**src/rtl/mawc_pkg.sv**
```systemverilog
// Types, codes and helpers for the memory access watchpoint checker.
// Used by mawc_cell and memory_access_watchpoint_checker; no dependencies.
package mawc_pkg;

	localparam int WATCH_ENTRIES_DEF = 16;
	// probe hit count wide enough for the largest supported table (256)
	localparam int CNT_W = 9;

	localparam logic [1:0] CMD_ACCESS = 2'd0;
	localparam logic [1:0] CMD_SET    = 2'd1;
	localparam logic [1:0] CMD_CLEAR  = 2'd2;
	localparam logic [1:0] CMD_POLL   = 2'd3;

	localparam logic [1:0] ST_OK   = 2'd0;
	localparam logic [1:0] ST_BERR = 2'd1;
	localparam logic [1:0] ST_BP   = 2'd2;
	localparam logic [1:0] ST_FULL = 2'd3;

	localparam logic [1:0] ACC_READ  = 2'b01;
	localparam logic [1:0] ACC_WRITE = 2'b10;

	localparam logic [2:0] EK_READ  = 3'b001;
	localparam logic [2:0] EK_WRITE = 3'b010;
	localparam logic [2:0] EK_RW    = 3'b011;
	localparam logic [2:0] EK_BREAK = 3'b101;

	// config register indexes
	localparam logic [2:0] REG_R0_BASE = 3'd0;
	localparam logic [2:0] REG_R0_SIZE = 3'd1;
	localparam logic [2:0] REG_R0_RO   = 3'd2;
	localparam logic [2:0] REG_R1_BASE = 3'd3;
	localparam logic [2:0] REG_R1_SIZE = 3'd4;
	localparam logic [2:0] REG_R1_RO   = 3'd5;

	typedef struct packed {
		logic [31:0] start;
		logic [32:0] end_a;
		logic [2:0]  kind;
		logic        region;
	} entry_t;

	// access walking down the cell chain
	typedef struct packed {
		logic             active;
		logic [31:0]      addr;
		logic [32:0]      end_a;
		logic             span2;
		logic [1:0]       acc;
		logic             region;
		logic             alive;
		logic             bp;
		logic [CNT_W-1:0] cnt;
	} probe_t;

	typedef struct packed {
		logic ins_en;
		logic del_en;
	} cell_ctrl_t;

	function automatic logic [2:0] kind_bits(input logic [1:0] k);
		logic [2:0] r;
		case (k)
			2'd0:    r = EK_READ;
			2'd1:    r = EK_WRITE;
			2'd2:    r = EK_RW;
			default: r = EK_BREAK;
		endcase
		return r;
	endfunction

endpackage

```
**src/rtl/mawc_cell.sv**
```systemverilog
// One watch table cell: holds an entry, shifts it for sorted insert and delete,
// and checks the passing access probe. Depends on mawc_pkg.
module mawc_cell (
	input  logic                clk,
	input  logic                arst_n,
	input  logic                valid,
	input  mawc_pkg::entry_t    new_entry,
	input  mawc_pkg::entry_t    prev_entry,
	input  mawc_pkg::entry_t    next_entry,
	input  mawc_pkg::cell_ctrl_t ctrl,
	input  logic                ins_prev,
	input  logic                del_prev,
	input  mawc_pkg::probe_t    probe_in,
	output mawc_pkg::entry_t    entry,
	output logic                ins_here,
	output logic                match,
	output logic                del_out,
	output mawc_pkg::probe_t    probe_out
);

	mawc_pkg::entry_t entry_q;
	mawc_pkg::probe_t probe_q;
	mawc_pkg::probe_t probe_d;
	logic             in_rng;

	assign entry    = entry_q;
	assign probe_out = probe_q;

	// invalid cells sit past the end, so this flag is monotone along the chain
	assign ins_here = !valid || (entry_q.start > new_entry.start);
	assign match    = valid && (entry_q == new_entry);
	assign del_out  = del_prev || match;

	// entry storage: insert or delete shift
	always_ff @(posedge clk) begin
		if (ctrl.ins_en && ins_here) begin
			entry_q <= ins_prev ? prev_entry : new_entry;
		end else if (ctrl.del_en && del_out) begin
			entry_q <= next_entry;
		end
	end

	// probe check against this entry
	assign in_rng = (probe_in.addr >= entry_q.start) && (probe_in.end_a <= entry_q.end_a);

	always_comb begin
		probe_d = probe_in;
		if (probe_in.active && probe_in.alive && valid &&
		    (entry_q.region == probe_in.region) &&
		    ((entry_q.kind[1:0] & probe_in.acc) != 2'b00)) begin
			if (entry_q.kind[2]) begin
				if (probe_in.span2 && in_rng) begin
					probe_d.bp    = 1'b1;
					probe_d.alive = 1'b0;
				end
			end else if (in_rng) begin
				probe_d.cnt = probe_in.cnt + {{(mawc_pkg::CNT_W-1){1'b0}}, 1'b1};
			end else if (entry_q.start > probe_in.addr) begin
				probe_d.alive = 1'b0;
			end
		end
	end

	always_ff @(posedge clk or negedge arst_n) begin
		if (!arst_n) begin
			probe_q <= '0;
		end else begin
			probe_q <= probe_d;
		end
	end

endmodule
```
**config.mk**
```make
export PLATFORM = sky130hd
export DESIGN_NAME = mawc_cell
export DESIGN_NICKNAME = d
export VERILOG_FILES = /design/src/rtl/mawc_pkg.sv /design/src/rtl/mawc_cell.sv
export SDC_FILE = /design/constraint.sdc
export NUM_CORES = 1
export LEC_CHECK = 0
export ABC_CLOCK_PERIOD_IN_PS = 8130
export BUFFER_PORTS_ARGS = -buffer_cell sky130_fd_sc_hd__buf_4
export CORE_AREA = 2 2 174 176
export CTS_CLUSTER_SIZE = 30
export DETAILED_ROUTE_END_ITERATION = 8
export DIE_AREA = 0 0 176 178
export GPL_ROUTABILITY_DRIVEN = 0
export PLACE_DENSITY = 0.55
export SLEW_MARGIN = 20
export SYNTH_ARGS = -nofsm -noshare
export SYNTH_HDL_FRONTEND = slang
export SYNTH_SLANG_ARGS = --single-unit
export TNS_END_PERCENT = 20
```
**constraint.sdc**
```tcl
create_clock -name clk -period 8.13 [get_ports clk]
set_input_delay 2.439 -clock clk [delete_from_list [all_inputs] [get_ports clk]]
set_output_delay 2.439 -clock clk [all_outputs]
set_load 0.01 [all_outputs]
```
# Yosys cells after proc, flatten, opt, wreduce, memory -nomap -nowiden
# Cells that the tools add are included.
# word_totals
register_bits	150
inputBits	295
out_inout_bits	153
elab_cells	46
# classes
add_sub_neg	1
order_cmp	4
eq_ne	2
n_mux	11
bitwise_logic	1
n_reduce_logical	14
# op_table
cell	count
2-to-1 mux 69 bit	3
equality test 69 bit	1
> comparator 32 bit	2
less-or-equal comparator 33 bit	1
greater-or-equal comparator 32 bit	1
2-to-1 mux 9 bit	2
2-to-1 mux 11 bit	1
adder 9 x 1 -> 9 bit (second input constant)	1
logical AND 1 bit	9
2-to-1 mux 1 bit	4
nonzero test 2 bit	2
AND 2 bit	1
logical OR 1 bit	2
2-to-1 mux 2 bit	1
equality test 1 bit	1
logical NOT 1 bit	1

# Logic depth before layout (Yosys ltp)
# Gate-level depths: netlist of the first run.
# logic_depth
word_depth	6
ltp_mapped	10
depth_no_buf	9

# Worst setup path before layout of the first run
# OpenSTA, ideal clock, no wires.
# synth_path
kind	input -> output
from	in new_entry[46] in the netlist's numbering
to	out ins_here
arrival_ns	4.047
required_time_ns	5.691
setup_slack_ns	1.644
cell_stages	9
cell_sequence	inv_1 > ha_1 > a21o_1 > a21o_1 > a21oi_1 > o22ai_1 > o41ai_2 > nand2_1 > a21bo_2
# synth_via
elab_chain_cells	2
# synth_lines
item	line	rtl
start, declared	mawc_cell.sv:7	input mawc_pkg::entry_t new_entry,
> comparator 32 bit	mawc_cell.sv:30	assign ins_here = !valid || (entry_q.start > new_entry.start);
logical OR 1 bit	mawc_cell.sv:30	
end, declared	mawc_cell.sv:15	output logic ins_here,
# Every way passes these cells.

# Final worst setup path of the first run
# layout_path
from	in new_entry[42] in the netlist's numbering
to	out ins_here
# The elaborated chain is that of the path after synthesis.

==> flow_summary.json, run 1 <==
{
  "dr.first_iter.drc_count": 285,
  "drc_errors": 0,
  "vias": 7553,
  "netlist_instances": 771,
  "cts-buffers-inserted": 17,
  "cp-start-kind": "input port",
  "drtPass1Iterations": 4,
  "ys_ff_latch": 150,
  "ys_seq_area_share_pct": 44.76,
  "die_w_um": 176,
  "cp_max_fo": 2,
  "syn_to_final_growth_pct": 47.67,
  "synth_xor_xnor_area_share_pct": 4.400,
  "holdCritStartpoint": "entry[3]$_DFFE_PP_",
  "fin_nets": 1614,
  "cts_buffer_depth": 2,
  "h-tree-depth": 4,
  "rows": 63,
  "synth-edff-count": 69,
  "hp-class": "reg2reg",
  "holdBufCountCts": 0,
  "synth_flop_cell": "dfrtp_1",
  "root_buffer": "clkbuf_16",
  "antenna_found_initial": 0,
  "async_flop_share_pct": 54.00,
  "synthDistinctLibCells": 47,
  "syn_avg_cell_area_um2": 11.88,
  "timing.final.crit_share_pct": 86.02,
  "io_buffers": 447,
  "drive_above_1_share_pct": 48.70,
  "rsz0062_at_grt": "false",
  "syn_nets": 1164,
  "post_cts_buffers": 0,
  "fp.dieArea_um2": 31330,
  "ios": 448,
  "synth_compound_area_share_pct": 7.966,
  "core_um2": 29400,
  "final_core_util_pct": 45.99,
  "clk_pin_slew_ns": 0.06,
  "drtAntennaViolNets": 0,
  "synthAdderAreaFrac_pct": 13.39,
  "layout_min_cycle_time_ns": 6.994,
  "tightest_slew_ns": 1.010,
  "routed_via_density": 4.651,
  "n_antenna_cell": 0,
  "ctsResizeCount": 0,
  "post-dp-hpwl_um": 26150,
  "synth_top_area_cell": "edfxtp_1",
  "clock_sinks": 150,
  "wl_per_cell_um": 19.88,
  "worstSkewPairLatency_ns": 0.43,
  "leakage_uw": 0.006761,
  "grt_pass1_vias": 7775,
  "tns_ns": 0,
  "grt_overflow_total": 0,
  "end_kind": "output port",
  "synth_top_family_by_area": "multiplexers",
  "synth_top_area_share_pct": 22.63,
  "drv_slew": 0,
  "finalPower_uw": 2388,
  "cp.arrival_ns": 4.55,
  "ir_worst_vdd_v": 0.0001352,
  "power_density_nw_per_um2": 176.6,
  "cts_tree": "built",
  "synth_area_leaders": "edfxtp_1 (23%), dfrtp_1 (22%), ha_1 (13%), mux2_4 (11%), mux2_2 (4.8%)",
  "yosysMostFrequentCell": "inv_1",
  "finalWirelength_um": 32280,
  "reg2reg_from": "entry[52]$_DFFE_PP_",
  "track_usage_pct": 20.21,
  "syn-cell-area_um2": 9158,
  "initial_utilization_pct": 31.15,
  "cap_violations": 0,
  "relSlewSlack_pct": 32.67,
  "synth-simple-area-share_pct": 7.952,
  "critPathKind": "in2out",
  "synth_mux_area_share_pct": 16.11,
  "status": "finished, final reports clean",
  "cp-startpoint": "new_entry[42]",
  "synth_common_cells": "inv_1 (99), ha_1 (98), dfrtp_1 (81)",
  "die_h_um": 178,
  "finalHoldViolCount": 0,
  "fin_skew_ns": 0.01467,
  "fmax_mhz": 143.0,
  "synth_warnings": 0,
  "grt_pass1_wl_um": 46440,
  "setup_viol": 0,
  "cp.required_ns": 5.69,
  "hold_slack_ns": 0.8137,
  "grt_max_degree": 70
}
stage by stage:
stage	std cells	cell area (µm²)	setup slack, ns
2_1_floorplan	771	9158	1.644
3_3_place_gp	1592	12920	1.122
3_5_place_dp	1592	12920	1.120
4_1_cts	1624	13520	1.110
5_1_grt	1624	13520	1.008
6_report	1624	13520	1.136
where the power goes:
| group | leakage, µW | internal [µW] | switching [µW] |
|---|---|---|---|
| clock network | 0.000281 | 486 | 339 |
| logic | 0.00486 | 341 | 294 |
| registers | 0.00162 | 874 | 53.9 |
critical path: stages:
cell	delay (ns)
buf_4	0.08
inv_1	0.05
ha_1	0.30
a21o_1	0.16
a21o_1	0.17
a21oi_1	0.23
o22ai_1	0.15
o41ai_2	0.52
nand2_1	0.11
a21bo_2	0.21
buf_4	0.15
routing by layer:
layer	wire length (µm)	part of all wire (%)	track usage, %	vias up
met3	2350	7.3	5.520	35
met5	0	0	0	-
met4	701	2.2	6.818	0
li1	-	-	-	3677
met2	16940	52	37.30	308
met1	12300	38	22.38	3533
worst paths after layout:
kind                                      endpoint  slack (ns)  cells after the start
setup / recovery                          ins_here        1.14                     11
hold / removal              probe_out[0]$_DFF_PN0_        0.81                      2
setup reg to reg               entry[35]$_DFFE_PP_        4.61                      8
hold reg to reg             probe_out[0]$_DFF_PN0_        0.81                      2
max in group asynchronous  probe_out[11]$_DFF_PN0_        5.09                      2
min in group asynchronous  probe_out[57]$_DFF_PN0_        2.01                      1
cells in the final DEF, fill, tap and decap left out, drive strengths merged, types with 4 or more instances in the layout:
master | Yosys | routed
xnor2 | 17 | 17
nand2 | 49 | 49
mux2 | 108 | 108
nand3 | 10 | 10
a21oi | 29 | 29
dfrtp | 81 | 81
nor2 | 6 | 6
clkbuf | 11 | 22
nor3 | 7 | 7
o21ai | 38 | 38
inv | 99 | 100
a21o | 25 | 25
buf | 8 | 450
or2 | 4 | 4
ha | 98 | 98
nor4 | 17 | 17
clkinvlp | 0 | 5
edfxtp | 69 | 69
xor2 | 29 | 29
nand4 | 32 | 32
sequential cells by signal (all words and copies together) (netlist names):
name	count
entry	69
probe_out	81
cell families after synthesis:
| family | count (synthesis) |
|---|---|
| buffers and inverters | 118 |
| flip-flops | 150 |
| AND/OR/NAND/NOR | 137 |
| AO/OA/AOI/OAI | 114 |
| XOR/XNOR | 46 |
| multiplexers | 108 |
| adder cells (fa/ha/maj) | 98 |
layout make-up:
type                       count  area [µm²]
fill                        2824       15880
multi-input combinational    503        4569
sequential                   150        4099
timing repair buffer         450        3391
tap                          390       488.0
clock buffer                  22       484.2
inverter                      99       371.6
clock inverter                10       120.1
Note: power is estimated with default switching activity, not from simulation.
==> inputs of run 2 (changes only) <==
CELL_PAD_IN_SITES_DETAIL_PLACEMENT = 1   (was default)
CELL_PAD_IN_SITES_GLOBAL_PLACEMENT = 2   (was default)
CORE_AREA = default   (was 2 2 174 176)
CORE_UTILIZATION = 30   (was default)
DIE_AREA = default   (was 0 0 176 178)
PLACE_DENSITY = 0.83   (was 0.55)
==> run 2 against run 1 <==
Net effect:
- non-clock buffer count increased by 1
- critical path depth decreased by 1
- highest routed layer unchanged
- worst hold slack improved by 0.085 ns
- combinational power increased by 3%
- global-route usage increased by 2.4 points
- die area decreased by 0.32%
- clock power increased by 4.6%
- core utilization decreased by 0.54 points
- sequential cell count unchanged
- clock-buffer cell count decreased by 1
- cell area increased by 0.15%
- via count increased by 3.8%
==> flow_summary.json, run 2 (synthesized netlist as in run 1, its figures left out) <==
{
  "p_sw_share_pct": 29.35,
  "leakage_uw": 0.006784,
  "clk_pin_slew_ns": 0.07,
  "pwr-share-comb_pct": 26.6,
  "multiInputGateArea_um2": 4569,
  "track_usage_pct": 22.62,
  "finalHoldViolCount": 0,
  "cp.arrival_ns": 4.80,
  "tightest_slew_ns": 1.046,
  "tns_ns": 0,
  "fmax_mhz": 138.1,
  "ir_worst_vdd_v": 0.0001279,
  "post-dp-hpwl_um": 29190,
  "syn_to_final_growth_pct": 47.89,
  "cts_tree": "built",
  "die_w_um": 176.7,
  "power_frac_seq_pct": 38.1,
  "cap_violations": 0,
  "grt_max_degree": 70,
  "timing.final.crit_share_pct": 89.09,
  "cts_buffer_depth": 2,
  "setup_viol": 0,
  "largest_reg_flops": 81,
  "cts-buffers-inserted": 17,
  "fin_nets": 1615,
  "core_um2": 29800,
  "regArea_um2": 4099,
  "final_cell_mix": "buf_4 (450), inv_1 (99), ha_1 (98)",
  "dr.first_iter.drc_count": 309,
  "drtAntennaViolNets": 0,
  "h-tree-depth": 4,
  "ctsResizeCount": 0,
  "drtPass1Iterations": 4,
  "fin_skew_ns": 0.01430,
  "wl_per_cell_um": 22.10,
  "root_buffer": "clkbuf_16",
  "final_area_um2": 13540,
  "final_common_cell": "buf_4",
  "p_int_uw": 1728,
  "setup_slack_ns": 0.8870,
  "end_kind": "output port",
  "cp_max_fo": 3,
  "cp-start-kind": "input port",
  "vias": 7841,
  "clockPowerShare_pct": 35.3,
  "n_antenna_cell": 0,
  "holdBufCountCts": 0,
  "grt_overflow_total": 0,
  "antenna_found_initial": 0,
  "power.switching_uw": 717.9,
  "relSlewSlack_pct": 30.29,
  "hold_slack_ns": 0.8986,
  "grt_pass1_vias": 8408,
  "dpl_cell_area_um2": 12930,
  "routed_via_density": 4.825,
  "ios": 448,
  "critPathKind": "in2out",
  "initial_utilization_pct": 30.73,
  "ff2ff_setup_slack_ns": 3.97,
  "io_buffers": 447,
  "place_ws_ns": 0.8615,
  "layout_min_cycle_time_ns": 7.243,
  "grt_pass1_wl_um": 51430,
  "cp.required_ns": 5.69,
  "nFillCells": 3349,
  "fp.dieArea_um2": 31230,
  "die_h_um": 176.7,
  "finalWirelength_um": 35920,
  "clock_sinks": 150,
  "rsz0062_at_grt": "false",
  "drv_slew": 0,
  "drive_above_1_share_pct": 48.66,
  "power_density_nw_per_um2": 180.6,
  "drc_errors": 0,
  "post_cts_buffers": 0,
  "worstSkewPairLatency_ns": 0.43,
  "hp-class": "reg2reg",
  "rows": 63,
  "status": "finished, final reports clean"
}
-- run 2: cell types whose count changed in the layout (fill, tap and decap cells not counted) --
cell / delta
clkinv_4: +1
buf_4: +1
clkbuf_1: +1
inv_6: -1
clkbuf_8: -3
bufinv_16: +1
clkinv_2: +1
inv_4: +2
clkinvlp_4: -3
clkbuf_16: +1
-- run 2: area by class of cell --
| cell class | instances | area share, % |
|---|---|---|
| multi-input cells | 503 | 33.74 |
| flip-flops and latches | 150 | 30.27 |
| repair buffers | 451 | 25.09 |
| well taps | 390 | 3.603 |
| clock buffers | 21 | 3.483 |
| inverters | 99 | 2.744 |
| clock inverters | 11 | 1.072 |
-- run 2: path summary, 6_finish.rpt --
path	startpoint	to	depth (start not counted)
setup reg to reg	entry[63]$_DFFE_PP_	entry[11]$_DFFE_PP_	6
hold reg to reg	entry[3]$_DFFE_PP_	probe_out[0]$_DFF_PN0_	2
max in group asynchronous	arst_n	probe_out[47]$_DFF_PN0_	2
setup / recovery	new_entry[63]	del_out	10
min in group asynchronous	arst_n	probe_out[37]$_DFF_PN0_	1
hold / removal	entry[3]$_DFFE_PP_	probe_out[0]$_DFF_PN0_	2
-- run 2: critical path, stage by stage --
cell	delay, ns
buf_4	0.08
inv_1	0.05
ha_1	0.30
nand4_1	0.17
or2_2	0.36
nor3_1	0.36
nand3_1	0.18
nor3_1	0.53
or2_2	0.23
buf_4	0.12
-- run 2: per-layer routing --
metal,share of wire [%],vias up,routed length (µm),global-route usage [%]
met3,5.4,34,1934,3.930
met1,41,3866,14860,27.50
met5,0,-,0,0
met4,1.9,0,679,7.220
li1,-,3668,-,-
met2,51,273,18450,40.26
-- run 2: per-stage QoR --
stage                     std cells  total power, µW  util [%]
after CTS                      1625             2470     45.45
after detailed placement       1593             1601     43.38
after global placement         1593             1583     43.38
after floorplan                 771             1254         -
final                          1625             2446     45.45
after global routing           1625             2549     45.45
-- run 2: power by group through the flow --
stage / Combinational [µW] / Sequential (µW) / Clock, µW
6_report: 652 / 931 / 863
5_1_grt: 710 / 938 / 901
4_1_cts: 661 / 931 / 878
3_5_place_dp: 655 / 946 / 0
3_3_place_gp: 639 / 944 / 0
2_1_floorplan: 297 / 958 / 0
==> inputs of run 3 (changes only) <==
==> constraint.sdc (replaced) <==
create_clock -name clk -period 8.13 [get_ports clk]
set_input_delay 1.626 -clock clk [delete_from_list [all_inputs] [get_ports clk]]
set_output_delay 1.626 -clock clk [all_outputs]
set_load 0.01 [all_outputs]
==> run 3 against run 2 <==
Net effect:
- sequential share of layout area up 0.15 points
- worst setup slack improved by 1.8 ns
- worst hold slack worse by 0.0061 ns
- clock power down 10%
- total power decreased by 3.7%
- clock skew fell by 0.0038 ns
- via count fell by 0.57%
- combinational power barely moved
- maximum frequency grew 32%
- register-to-register slack worse by 0.13 ns
==> flow_summary.json, run 3 (synthesized netlist as in run 1, its figures left out) <==
{
  "grt_pass1_vias": 8378,
  "rows": 63,
  "nFillCells": 3374,
  "dr.first_iter.drc_count": 292,
  "drive_above_1_share_pct": 48.50,
  "multiInputGateArea_um2": 4569,
  "clk_pin_slew_ns": 0.06,
  "power_frac_seq_pct": 39.5,
  "final_common_cell": "buf_4",
  "finalWirelength_um": 35940,
  "finalHoldViolCount": 0,
  "routed_via_density": 4.792,
  "drtPass1Iterations": 4,
  "p_sw_share_pct": 29.52,
  "syn_to_final_growth_pct": 47.14,
  "fin_skew_ns": 0.01048,
  "tightest_slew_ns": 1.002,
  "clockPowerShare_pct": 32.9,
  "cp_cell_sequence": "buf_4 > inv_1 > ha_1 > a21o_1 > a21o_1 > a21oi_1 > o22ai_1 > o41ai_2 > nand2_1 > a21bo_2 > buf_4",
  "grt_pass1_wl_um": 51270,
  "relSlewSlack_pct": 33.20,
  "cp.arrival_ns": 3.87,
  "fin_nets": 1615,
  "track_usage_pct": 22.74,
  "critPathKind": "in2out",
  "ff2ff_setup_slack_ns": 3.84,
  "final_cells": 1627,
  "cp_max_fo": 2,
  "final_cell_mix": "buf_4 (451), inv_1 (99), ha_1 (98)",
  "die_w_um": 176.7,
  "largest_reg_flops": 81,
  "layout_min_cycle_time_ns": 5.491,
  "dpl_cell_area_um2": 12910,
  "fp.dieArea_um2": 31230,
  "die_h_um": 176.7,
  "cts_tree": "built",
  "io_buffers": 447,
  "cts-buffers-inserted": 17,
  "reg2reg_from": "entry[51]$_DFFE_PP_",
  "clock_sinks": 150,
  "slowest_delay_ns": 0.56,
  "vias": 7796,
  "regArea_um2": 4099,
  "holdCritStartpoint": "entry[3]$_DFFE_PP_",
  "holdBufCountCts": 0,
  "cts_buffer_depth": 2,
  "place_inst": 1593,
  "rsz0062_at_grt": "false",
  "cp-start-kind": "input port",
  "ios": 448,
  "grt_overflow_total": 0,
  "final_core_util_pct": 45.22,
  "final_area_um2": 13470,
  "worstSkewPairLatency_ns": 0.43,
  "power_density_nw_per_um2": 174.9,
  "core_um2": 29800,
  "cp.required_ns": 6.50,
  "tns_ns": 0,
  "grt_max_degree": 70,
  "status": "finished, final reports clean",
  "root_buffer": "clkbuf_16",
  "ctsResizeCount": 0,
  "timing.final.crit_share_pct": 67.54,
  "setup_viol": 0,
  "end_kind": "output port",
  "h-tree-depth": 4,
  "drtAntennaViolNets": 0,
  "p_int_uw": 1661,
  "pwr-share-comb_pct": 27.6,
  "cp-startpoint": "new_entry[42]",
  "drv_slew": 0,
  "power.switching_uw": 695.8,
  "wl_per_cell_um": 22.09,
  "leakage_uw": 0.006757,
  "antenna_found_initial": 1,
  "fmax_mhz": 182.1,
  "critPathSlowestCell": "o41ai_2",
  "post_cts_buffers": 0,
  "cap_violations": 0,
  "post-dp-hpwl_um": 29450,
  "ir_worst_vdd_v": 0.0001305,
  "hp-class": "reg2reg",
  "initial_utilization_pct": 30.73,
  "hold_slack_ns": 0.8925,
  "drc_errors": 0
}
==> run 3: cell count changes in the layout (fill, tap and decap cells not counted), sizes merged <==
cell      delta
clkinvlp     -1
bufinv       -2
inv          -2
clkinv       +4
clkbuf       +1
diode        +2
==> run 3: final cells by class <==
class	count	share of cell area, %
clock buffers	22	3.529
well taps	390	3.621
clock inverters	10	0.5943
repair buffers	451	25.13
inverters	99	2.758
flip-flops and latches	150	30.42
multi-input cells	503	33.91
diodes	2	0.03714
==> run 3: stage by stage <==
step | setup slack [ns] | power [µW]
final | 2.639 | 2357
after global routing | 2.532 | 2464
after CTS | 2.655 | 2383
after detailed placement | 2.637 | 1598
after global placement | 2.680 | 1582
after floorplan | 2.986 | 1254
==> run 3: routing by layer <==
layer / part of all wire [%] / vias to the layer above / routed length (µm) / track usage (%)
met2: 50 / 269 / 18090 / 38.69
li1: - / 3676 / - / -
met1: 41 / 3806 / 14740 / 27.26
met5: 0 / - / 0 / 0
met3: 5.7 / 45 / 2037 / 5.112
met4: 3.0 / 0 / 1066 / 10.20
==> run 3: path summary, 6_finish.rpt <==
check                                           to  depth (start not counted)
min                         probe_out[0]$_DFF_PN0_                          2
min reg2reg                 probe_out[0]$_DFF_PN0_                          2
min in group asynchronous  probe_out[37]$_DFF_PN0_                          1
max reg2reg                    entry[43]$_DFFE_PP_                         10
max in group asynchronous  probe_out[62]$_DFF_PN0_                          2
max                                       ins_here                         11
==> run 3: worst max-delay path, delay by kind of cell <==
kind | cells | cell delay (ns)
compound gates | 6 | 1.53
fa+ha+maj | 1 | 0.32
buf+inv | 3 | 0.27
simple gates | 1 | 0.12
==> run 3: power by group through the flow <==
stage,clock (µW),combinational [µW],sequential [µW]
floorplan,0,297,958
global placement,0,637,944
detailed placement,0,651,946
CTS,793,658,932
global route,817,709,938
finish,776,649,932
